File: src/hw/rtl/rrfc_pkg.sv
// Package: types, frame constants and helpers for the read-request frame checker.
`default_nettype none

package rrfc_pkg;

    localparam int unsigned BYTE_W   = 8;
    localparam int unsigned POS_W    = 5;
    localparam int unsigned DEV_W    = 32;
    localparam int unsigned CNT_W    = 16;
    localparam int unsigned STATUS_W = 3;
    // status + device + count, padded to whole bytes
    localparam int unsigned RESULT_W = STATUS_W + DEV_W + CNT_W;
    localparam int unsigned M_DATA_W = ((RESULT_W + 7) / 8) * 8;

    localparam logic [BYTE_W-1:0] ENQ_BYTE = 8'h05;
    localparam logic [BYTE_W-1:0] CR_BYTE  = 8'h0D;
    localparam logic [BYTE_W-1:0] LF_BYTE  = 8'h0A;

    // Frame positions (index of the byte being received)
    localparam logic [POS_W-1:0] POS_IDLE       = 5'd0;
    localparam logic [POS_W-1:0] POS_HDR_LAST   = 5'd8;
    localparam logic [POS_W-1:0] POS_DEV_LAST   = 5'd12;
    localparam logic [POS_W-1:0] POS_CNT_LAST   = 5'd14;
    localparam logic [POS_W-1:0] POS_SUM_HI     = 5'd15;
    localparam logic [POS_W-1:0] POS_SUM_LO     = 5'd16;
    localparam logic [POS_W-1:0] POS_CR         = 5'd17;
    localparam logic [POS_W-1:0] POS_LF         = 5'd18;

    typedef enum logic [STATUS_W-1:0] {
        STATUS_OK          = 3'd0,
        STATUS_BAD_START   = 3'd1,
        STATUS_BAD_HEADER  = 3'd2,
        STATUS_BAD_SUM     = 3'd3,
        STATUS_BAD_TRAILER = 3'd4
    } status_t;

    // Expected header text "00FFWR0D", indexed 0..7
    function automatic logic [BYTE_W-1:0] header_char(input logic [2:0] idx);
        logic [BYTE_W-1:0] c;
        c = "0";
        case (idx)
            3'd0: c = "0";
            3'd1: c = "0";
            3'd2: c = "F";
            3'd3: c = "F";
            3'd4: c = "W";
            3'd5: c = "R";
            3'd6: c = "0";
            3'd7: c = "D";
            default: c = "0";
        endcase
        return c;
    endfunction

    // Upper-case hex ASCII digit of a nibble
    function automatic logic [BYTE_W-1:0] hex_digit(input logic [3:0] nib);
        logic [BYTE_W-1:0] n;
        n = {4'h0, nib};
        if (nib <= 4'h9)
            return n + 8'h30;
        return n - 8'h09 + 8'h40;
    endfunction

endpackage

`default_nettype wire

File: src/hw/rtl/read_request_frame_checker_core.sv
// Top level: byte-stream checker for the 19-byte ASCII word-read request frame.
//
// Usage:
//   Received bytes enter on the s_ channel, one request per byte. Frames are
//   ENQ, "00FFWR0D", four device chars, two count chars, two hex checksum
//   chars, CR, LF. One result leaves on the m_ channel when the LF-position
//   byte has been taken, and one for each non-ENQ byte seen while idle.
//   Result carries status (first error in frame order) and the raw device
//   and count characters.
// Pipeline / throughput:
//   A byte is registered on accept and checked from that input register;
//   its result is then loaded into the output register that drives m_tvalid.
//   One byte per cycle is sustained while m_tready stays high; the limit
//   is the single input register feeding the check logic.
// Reset:
//   rst_n (async, active low) empties both registers and puts the checker
//   back to waiting for ENQ with the sum cleared and all good flags set.
// Stall:
//   While m_tready is low and a result waits, the input register holds its
//   byte and s_tready drops once that register is full; no byte is lost.
`default_nettype none

module read_request_frame_checker_core (
    input  wire logic                           clk,
    input  wire logic                           rst_n,
    // input request channel
    input  wire logic                           s_tvalid,
    output logic                                s_tready,
    input  wire logic [rrfc_pkg::BYTE_W-1:0]    s_tdata,   // [7:0] rx_byte
    // result channel
    output logic                                m_tvalid,
    input  wire logic                           m_tready,
    output logic [rrfc_pkg::M_DATA_W-1:0]       m_tdata    // [2:0] status,
                                                           // [34:3] device_text,
                                                           // [50:35] count_text,
                                                           // [55:51] zero
);

    // input register
    logic                           in_valid_reg, in_valid_next;
    logic [rrfc_pkg::BYTE_W-1:0]    in_byte_reg, in_byte_next;

    // frame state
    logic [rrfc_pkg::POS_W-1:0]     pos_reg, pos_next;
    logic [rrfc_pkg::BYTE_W-1:0]    sum_reg, sum_next;
    logic                           hdr_good_reg, hdr_good_next;
    logic                           sum_good_reg, sum_good_next;
    logic                           trl_good_reg, trl_good_next;
    logic [rrfc_pkg::DEV_W-1:0]     dev_reg, dev_next;
    logic [rrfc_pkg::CNT_W-1:0]     cnt_reg, cnt_next;

    // result register
    logic                           out_valid_reg, out_valid_next;
    rrfc_pkg::status_t              out_status_reg, out_status_next;
    logic [rrfc_pkg::DEV_W-1:0]     out_dev_reg, out_dev_next;
    logic [rrfc_pkg::CNT_W-1:0]     out_cnt_reg, out_cnt_next;

    logic                           advance;
    logic                           emit;
    rrfc_pkg::status_t              emit_status;
    logic [rrfc_pkg::DEV_W-1:0]     emit_dev;
    logic [rrfc_pkg::CNT_W-1:0]     emit_cnt;
    logic                           lf_ok;
    logic [2:0]                     hdr_idx;

    // the held byte moves on whenever the result register is free this cycle
    assign advance  = in_valid_reg && (!out_valid_reg || m_tready);
    assign s_tready = !in_valid_reg || advance;

    always_comb
    begin
        in_valid_next = in_valid_reg;
        in_byte_next  = in_byte_reg;
        if (s_tvalid && s_tready)
        begin
            in_valid_next = 1'b1;
            in_byte_next  = s_tdata;
        end
        else if (advance)
        begin
            in_valid_next = 1'b0;
        end
    end

    // per-byte check
    always_comb
    begin
        pos_next      = pos_reg;
        sum_next      = sum_reg;
        hdr_good_next = hdr_good_reg;
        sum_good_next = sum_good_reg;
        trl_good_next = trl_good_reg;
        dev_next      = dev_reg;
        cnt_next      = cnt_reg;
        emit          = 1'b0;
        emit_status   = rrfc_pkg::STATUS_OK;
        emit_dev      = '0;
        emit_cnt      = '0;
        hdr_idx       = pos_reg[2:0] - 3'd1;
        lf_ok         = (in_byte_reg == rrfc_pkg::LF_BYTE);

        if (pos_reg == rrfc_pkg::POS_IDLE)
        begin
            if (in_byte_reg != rrfc_pkg::ENQ_BYTE)
            begin
                emit        = 1'b1;
                emit_status = rrfc_pkg::STATUS_BAD_START;
            end
            else
            begin
                sum_next      = '0;
                hdr_good_next = 1'b1;
                sum_good_next = 1'b1;
                trl_good_next = 1'b1;
                dev_next      = '0;
                cnt_next      = '0;
                pos_next      = pos_reg + 5'd1;
            end
        end
        else
        begin
            if (pos_reg <= rrfc_pkg::POS_CNT_LAST)
                sum_next = sum_reg + in_byte_reg;

            if (pos_reg <= rrfc_pkg::POS_HDR_LAST)
            begin
                if (in_byte_reg != rrfc_pkg::header_char(hdr_idx))
                    hdr_good_next = 1'b0;
            end
            else if (pos_reg <= rrfc_pkg::POS_DEV_LAST)
            begin
                dev_next = {dev_reg[rrfc_pkg::DEV_W-9:0], in_byte_reg};
            end
            else if (pos_reg <= rrfc_pkg::POS_CNT_LAST)
            begin
                cnt_next = {cnt_reg[rrfc_pkg::CNT_W-9:0], in_byte_reg};
            end
            else if (pos_reg == rrfc_pkg::POS_SUM_HI)
            begin
                if (in_byte_reg != rrfc_pkg::hex_digit(sum_reg[7:4]))
                    sum_good_next = 1'b0;
            end
            else if (pos_reg == rrfc_pkg::POS_SUM_LO)
            begin
                if (in_byte_reg != rrfc_pkg::hex_digit(sum_reg[3:0]))
                    sum_good_next = 1'b0;
            end
            else if (pos_reg == rrfc_pkg::POS_CR)
            begin
                if (in_byte_reg != rrfc_pkg::CR_BYTE)
                    trl_good_next = 1'b0;
            end

            if (pos_reg >= rrfc_pkg::POS_LF)
            begin
                // LF position ends the frame whatever the byte is
                if (!lf_ok)
                    trl_good_next = 1'b0;
                emit     = 1'b1;
                emit_dev = dev_reg;
                emit_cnt = cnt_reg;
                if (!hdr_good_reg)
                    emit_status = rrfc_pkg::STATUS_BAD_HEADER;
                else if (!sum_good_reg)
                    emit_status = rrfc_pkg::STATUS_BAD_SUM;
                else if (!trl_good_reg || !lf_ok)
                    emit_status = rrfc_pkg::STATUS_BAD_TRAILER;
                else
                    emit_status = rrfc_pkg::STATUS_OK;
                pos_next = rrfc_pkg::POS_IDLE;
            end
            else
            begin
                pos_next = pos_reg + 5'd1;
            end
        end
    end

    // result register
    always_comb
    begin
        out_valid_next  = out_valid_reg;
        out_status_next = out_status_reg;
        out_dev_next    = out_dev_reg;
        out_cnt_next    = out_cnt_reg;
        if (advance && emit)
        begin
            out_valid_next  = 1'b1;
            out_status_next = emit_status;
            out_dev_next    = emit_dev;
            out_cnt_next    = emit_cnt;
        end
        else if (m_tready)
        begin
            out_valid_next = 1'b0;
        end
    end

    always_ff @(posedge clk or negedge rst_n)
    begin
        if (!rst_n)
        begin
            in_valid_reg  <= 1'b0;
            out_valid_reg <= 1'b0;
            pos_reg       <= rrfc_pkg::POS_IDLE;
            sum_reg       <= '0;
            hdr_good_reg  <= 1'b1;
            sum_good_reg  <= 1'b1;
            trl_good_reg  <= 1'b1;
            dev_reg       <= '0;
            cnt_reg       <= '0;
        end
        else
        begin
            in_valid_reg  <= in_valid_next;
            out_valid_reg <= out_valid_next;
            if (advance)
            begin
                pos_reg      <= pos_next;
                sum_reg      <= sum_next;
                hdr_good_reg <= hdr_good_next;
                sum_good_reg <= sum_good_next;
                trl_good_reg <= trl_good_next;
                dev_reg      <= dev_next;
                cnt_reg      <= cnt_next;
            end
        end
    end

    // payload registers, no reset
    always_ff @(posedge clk)
    begin
        in_byte_reg    <= in_byte_next;
        out_status_reg <= out_status_next;
        out_dev_reg    <= out_dev_next;
        out_cnt_reg    <= out_cnt_next;
    end

    assign m_tvalid = out_valid_reg;
    assign m_tdata  = {{(rrfc_pkg::M_DATA_W - rrfc_pkg::RESULT_W){1'b0}},
                       out_cnt_reg, out_dev_reg, out_status_reg};

endmodule

`default_nettype wire
File: config.mk
export PLATFORM = sky130hd
export DESIGN_NAME = read_request_frame_checker_core
export DESIGN_NICKNAME = d
export VERILOG_FILES = /design/src/hw/rtl/rrfc_pkg.sv /design/src/hw/rtl/read_request_frame_checker_core.sv
export SDC_FILE = /design/constraint.sdc
export NUM_CORES = 1
export LEC_CHECK = 0
export BUFFER_PORTS_ARGS = -buffer_cell sky130_fd_sc_hd__clkbuf_2
export CAP_MARGIN = 30
export CORE_AREA = 2 2 140 115
export CTS_CLUSTER_SIZE = 30
export DETAILED_ROUTE_END_ITERATION = 8
export DIE_AREA = 0 0 142 117
export SLEW_MARGIN = 20
export SYNTH_ARGS = -nofsm -noshare
export SYNTH_HDL_FRONTEND = slang
export SYNTH_SLANG_ARGS = --single-unit
File: constraint.sdc
create_clock -name clk -period 13.4 [get_ports clk]
set_input_delay 0.67 -clock clk [delete_from_list [all_inputs] [get_ports clk]]
set_output_delay 0.67 -clock clk [all_outputs]
set_load 0.01 [all_outputs]
Yosys cells after proc, flatten, opt, wreduce, memory -nomap -nowiden
Memory sizes are Yosys's and may differ from the RTL's. Cells that the tools add are included.

Divide/modulo/power cells: 0. Bitwise operators: 1. Add/sub/neg operators: 9. Shifts and indexed selects: 0. Reductions and logical operators: 26. Multiplexer cells: 80. Equality and inequality tests: 14. Magnitude comparators: 6. Multipliers: 0.

Operators by type and width (number): $mux 8 (20); $mux 32 (4); $mux 16 (5); $mux 1 (43); $ne 8x8->1 (3); $add 8x7->8 const B (2); $le 5x4->1 const B (3); $mux 3 (5); $mux 5 (3); $add 4x6->7 const B (2); $reduce_bool 2->1 (6); $eq 5x5->1 const B (2); $sub 4x4->5 const B (2); $add 8x8->8 (1); $eq 8x4->1 const B (1); $le 4x4->1 const B (2); $ne 2x2->1 const B (4); $ne 8x3->1 const B (1); $ne 8x4->1 const B (1); $reduce_and 4->1 (2); $reduce_and 8->1 (1); $reduce_bool 3->1 (2); $add 5x1->5 const B (1); $eq 5x4->1 const B (1); 12 further kinds (19).

Register bits after elaboration: 125. Memory bits (read-only): 48. Memory bits (writable): 0. Bits of input ports: 12. Memories kept: 1. Logic and storage cells: 150. Bits in latches: 0. Output and inout port bits: 58.

Memories: (name not given) (words 8, bits a word 6, read ports 1, clocked after Yosys merged registers in 0, wr ports 0, RTL line rrfc_pkg.sv:41) `case (idx)`.

Longest topological paths before layout
Depth after elaboration: 23. Gate-level depth with buffers: 10. Depth with buffers taken out: 9.

Worst setup path before layout
OpenSTA, ideal clock, no wires.

Path kind: flip-flop to flip-flop. From: register pos_reg[0] (netlist bit). To: register out_cnt_reg[0] (netlist bit), enable pin. Setup time: 477 ps. Stages on the path, launching flop included: 6. Path buffers: 0. Slack: 8969 ps. Data arrival time: 3955 ps. Cells stage by stage: dfrtp_1 inv_1 ha_1 nor4b_4 o31ai_4 a21oi_1.

Cells in the longest elaborated chain, start to end: 4.

RTL lines: start: declaration (RTL line read_request_frame_checker_core.sv:44) `logic [rrfc_pkg::POS_W-1:0] pos_reg, pos_next;`; start signal: assignment (RTL line read_request_frame_checker_core.sv:205) `pos_reg <= rrfc_pkg::POS_IDLE;`; start signal: assignment (RTL line read_request_frame_checker_core.sv:219) `pos_reg <= pos_next;`; $ge 5x5->1 (RTL line read_request_frame_checker_core.sv:154) `if (pos_reg >= rrfc_pkg::POS_LF)`; $mux 1 (RTL line read_request_frame_checker_core.sv:154); $mux 1 * (RTL line read_request_frame_checker_core.sv:102) `if (pos_reg == rrfc_pkg::POS_IDLE)`; $logic_and 1x1->1 * (RTL line read_request_frame_checker_core.sv:186) `if (advance && emit)`; end signal: assignment (RTL line read_request_frame_checker_core.sv:236) `out_cnt_reg <= out_cnt_next;`; end: declaration (RTL line read_request_frame_checker_core.sv:56) `logic [rrfc_pkg::CNT_W-1:0] out_cnt_reg, out_cnt_next;`.

Every way passes the cells marked *; elsewhere a longest branch is shown, timed or not. A chain may end at the register's enable or synchronous reset.

Worst setup path in the final report
From: register in_byte_reg[4] (netlist bit). To: register cnt_reg[1] (netlist bit).

Cells in the longest elaborated chain, start to end: 3.

RTL lines: start: declaration (RTL line read_request_frame_checker_core.sv:41) `logic [rrfc_pkg::BYTE_W-1:0] in_byte_reg, in_byte_next;`; start signal: assignment (RTL line read_request_frame_checker_core.sv:233) `in_byte_reg <= in_byte_next;`; $ne 8x3->1 (RTL line read_request_frame_checker_core.sv:104) `if (in_byte_reg != rrfc_pkg::ENQ_BYTE)`; $ne 2x2->1 (no source line); $reduce_and 5->1 (no source line); end signal: assignment (RTL line read_request_frame_checker_core.sv:225) `cnt_reg <= cnt_next;`; end: declaration (RTL line read_request_frame_checker_core.sv:50) `logic [rrfc_pkg::CNT_W-1:0] cnt_reg, cnt_next;`.

Every way passes these cells.

==> impl_metrics.toml <==
[timing]
max_slew_margin_pct = 40.5
tightest_slew_ns = 0.890
period_minus_slack_ns = 3.18
maxSlewViolCount = 0
fin_skew_ns = 0.00746
finalSetupTns_ns = 0
fin_crit_sh_pct = 23.8
clock.fmax_mhz = 314
setup_violations = 0
rsz0062_at_grt = "no"
finalHoldViolations = 0

[logic_synthesis]
yosysMostFrequentCell = "nand2_1"
synth-seq-cells = 125
postSynthCellCount = 569
ys_types = 67
synth_flop_cell = "dfrtp_1"
async_reset_ff_share_pct = 52.8
syn-cell-area_um2 = 6000
synth-edff-count = 59
ys_top_cells_by_count = "nand2_1 (79), dfrtp_1 (63), edfxtp_1 (59), and2_1 (35), o21ai_1 (35)"
yosysWarningCount = 0
ys_top_cells_by_area = "edfxtp_1 (30%), dfrtp_1 (26%), nand2_1 (4.9%)"
synth_top_area_share_pct = 29.5
yosysTopAreaCell = "edfxtp_1"
yosysSeqAreaShare_pct = 57.1
avgSynthCellArea_um2 = 10.5

[power]
ir_drop_uv = 118
p_leak_uw = 0.00297
power_density_nw_per_um2 = 237

[finish]
fillerInstances = 1458
drive_gt1_share_pct = 17.4
utilization_pct = 46.0
layout.nets = 655
antenna_cells = 0
multi_input_area_um2 = 2300
area_growth_syn_to_layout_pct = 17.5
seqCellArea_um2 = 3430

[routing]
drt_iter0_drc = 328
wire_per_inst_um = 15.3
met1Wirelength_mm = 6.29
drc = 0
vias_per_cell = 5.06
vias = 4207
route.met2.wl_mm = 5.54
drt_pass1_iterations = 5
wl_met3_um = 659
antenna_left = 0
drt_wl_total_mm = 12.7
highest_layer = "met4"

[critical_path]
r2r_setup_slack_ns = 10.22
critical_path_arrival_ns = 3.51
path_max_fanout = 32
criticalPathCategory = "reg -> reg"
cp-end-kind = "register"
cp-startpoint = "in_byte_reg[4]$_DFFE_PP_"
crit_required_ns = 13.72
r2r_start = "in_byte_reg[4]$_DFFE_PP_"
r2r-end = "cnt_reg[1]$_DFFE_PN0P_"
start_kind = "register"
worst_r2r_path_depth = 6

[min_path]
min_from = "s_tdata[0]"
hold_depth = 1
hp-class = "in -> reg"
hold_end = "in_byte_reg[0]$_DFFE_PP_"

[clock_tree]
cts-buffers-inserted = 17
postCtsResizedCells = 0
cts_tree = "done"
htreeDepth = 4
numClockSinks = 125
clkTransAtPathRegs_ns = 0.05
root_buffer = "clkbuf_16"
clkLatencyLatePin_ns = 0.41
clock_path_buffers = 2
ctsHoldBuffers = 0
cts_setup_buffers = 0

[placed_design]
dp_hpwl_mm = 8.88
gp_congestion = 0.887
portBuffers = 64

[global_routing]
grt_remaining_overflow = 0
antenna_found_initial = 0
track_usage_pct = 16.3
grt_max_degree = 67
grt_first_pass_wirelength_mm = 20.8
first_global_vias = 3966

[floorplan]
num_rows = 41
initial_core_util_pct = 39.1
fp.dieH_um = 117
dieArea_um2 = 16600
top_level_ports = 70
core_area_um2 = 15300
die_w_um = 142

[job]
drv_cap = 0

[status]
status = "finished, final reports clean"
==> how the worst max path moves through the flow <==
stage / endpoint / slack (ns) / depth (start not counted)
global route: cnt_reg[1]$_DFFE_PN0P_ / 9.93 / 6
floorplan: out_cnt_reg[0]$_SDFFCE_PP0P_ / 8.97 / 5
CTS: cnt_reg[1]$_DFFE_PN0P_ / 10.28 / 6
detailed placement: cnt_reg[1]$_DFFE_PN0P_ / 10.30 / 6
finish: cnt_reg[1]$_DFFE_PN0P_ / 10.22 / 6
global placement: cnt_reg[4]$_DFFE_PN0P_ / 10.11 / 6
==> metal layers <==
metal,vias to the layer above,track usage [%]
li1,2091,-
met1,1974,23.4
met2,123,23.5
met4,0,7.13
met3,19,4.15
met5,-,0
==> cells in the final DEF (no fill, tap or decap), types with 3 or more instances in the layout <==
cell type,instances
o21a_1,4
dfrtp_1,63
edfxtp_1,59
nand2b_1,13
nor2_1,31
xor2_1,5
o21ai_1,35
buf_4,3
nand3b_1,3
nor4_1,3
inv_1,30
dfstp_2,3
ha_1,17
nor3_1,9
o21ai_0,24
o31ai_1,4
xnor2_1,5
o22ai_1,3
a21oi_1,10
clkbuf_2,63
clkbuf_1,4
o21bai_1,4
nor2b_1,5
a21o_1,3
and2_1,35
clkinvlp_4,4
a211oi_1,3
o211ai_1,3
a22o_1,5
clkbuf_16,17
nand3_1,28
nand2_1,79
conb_1,5
a31oi_1,4
==> logic make-up after synthesis <==
| logic type | after synthesis | synth area share (%) |
|---|---|---|
| adder cells (fa/ha/maj) | 18 | 3.88 |
| AND/OR/NAND/NOR | 222 | 18.6 |
| AO/OA/AOI/OAI | 123 | 13.3 |
| other | 1 | 0.0625 |
| XOR/XNOR | 10 | 1.46 |
| buffers and inverters | 67 | 5.05 |
| multiplexers | 3 | 0.521 |
| flip-flops | 125 | 57.1 |
==> final cells by class <==
class | count | area share [%]
inverters | 31 | 1.65
flip-flops and latches | 125 | 48.6
multi-input cells | 381 | 32.7
clock inverters | 9 | 1.60
clock buffers | 23 | 6.64
repair buffers | 69 | 5.41
well taps | 193 | 3.42
==> stage by stage <==
stage	instances	hold slack [ns]	cell area, µm²	setup WS (ns)	total power, µW
after global routing	831	0.423	7050	9.93	1800
final	831	0.435	7050	10.22	1670
after floorplan	573	0.374	6010	8.97	1080
after CTS	830	0.416	7040	10.28	1690
after global placement	797	0.461	6420	10.11	1210
after detailed placement	798	0.469	6460	10.30	1230
==> worst max-delay path, stage by stage, from the launching register on <==
cell and delay (ns):
edfxtp_1 0.54, or4_4 0.59, o31ai_4 0.38, nand3_1 0.52, a31oi_4 0.78, nand3_1 0.17
o21ai_0 0.12
==> report_power, final <==
group / leakage, µW / internal [µW] / switching, µW
clock: 0.000270 / 284 / 161
combinational: 0.00131 / 226 / 360
sequential: 0.00138 / 543 / 101
Power figures use the tool's default switching activity.
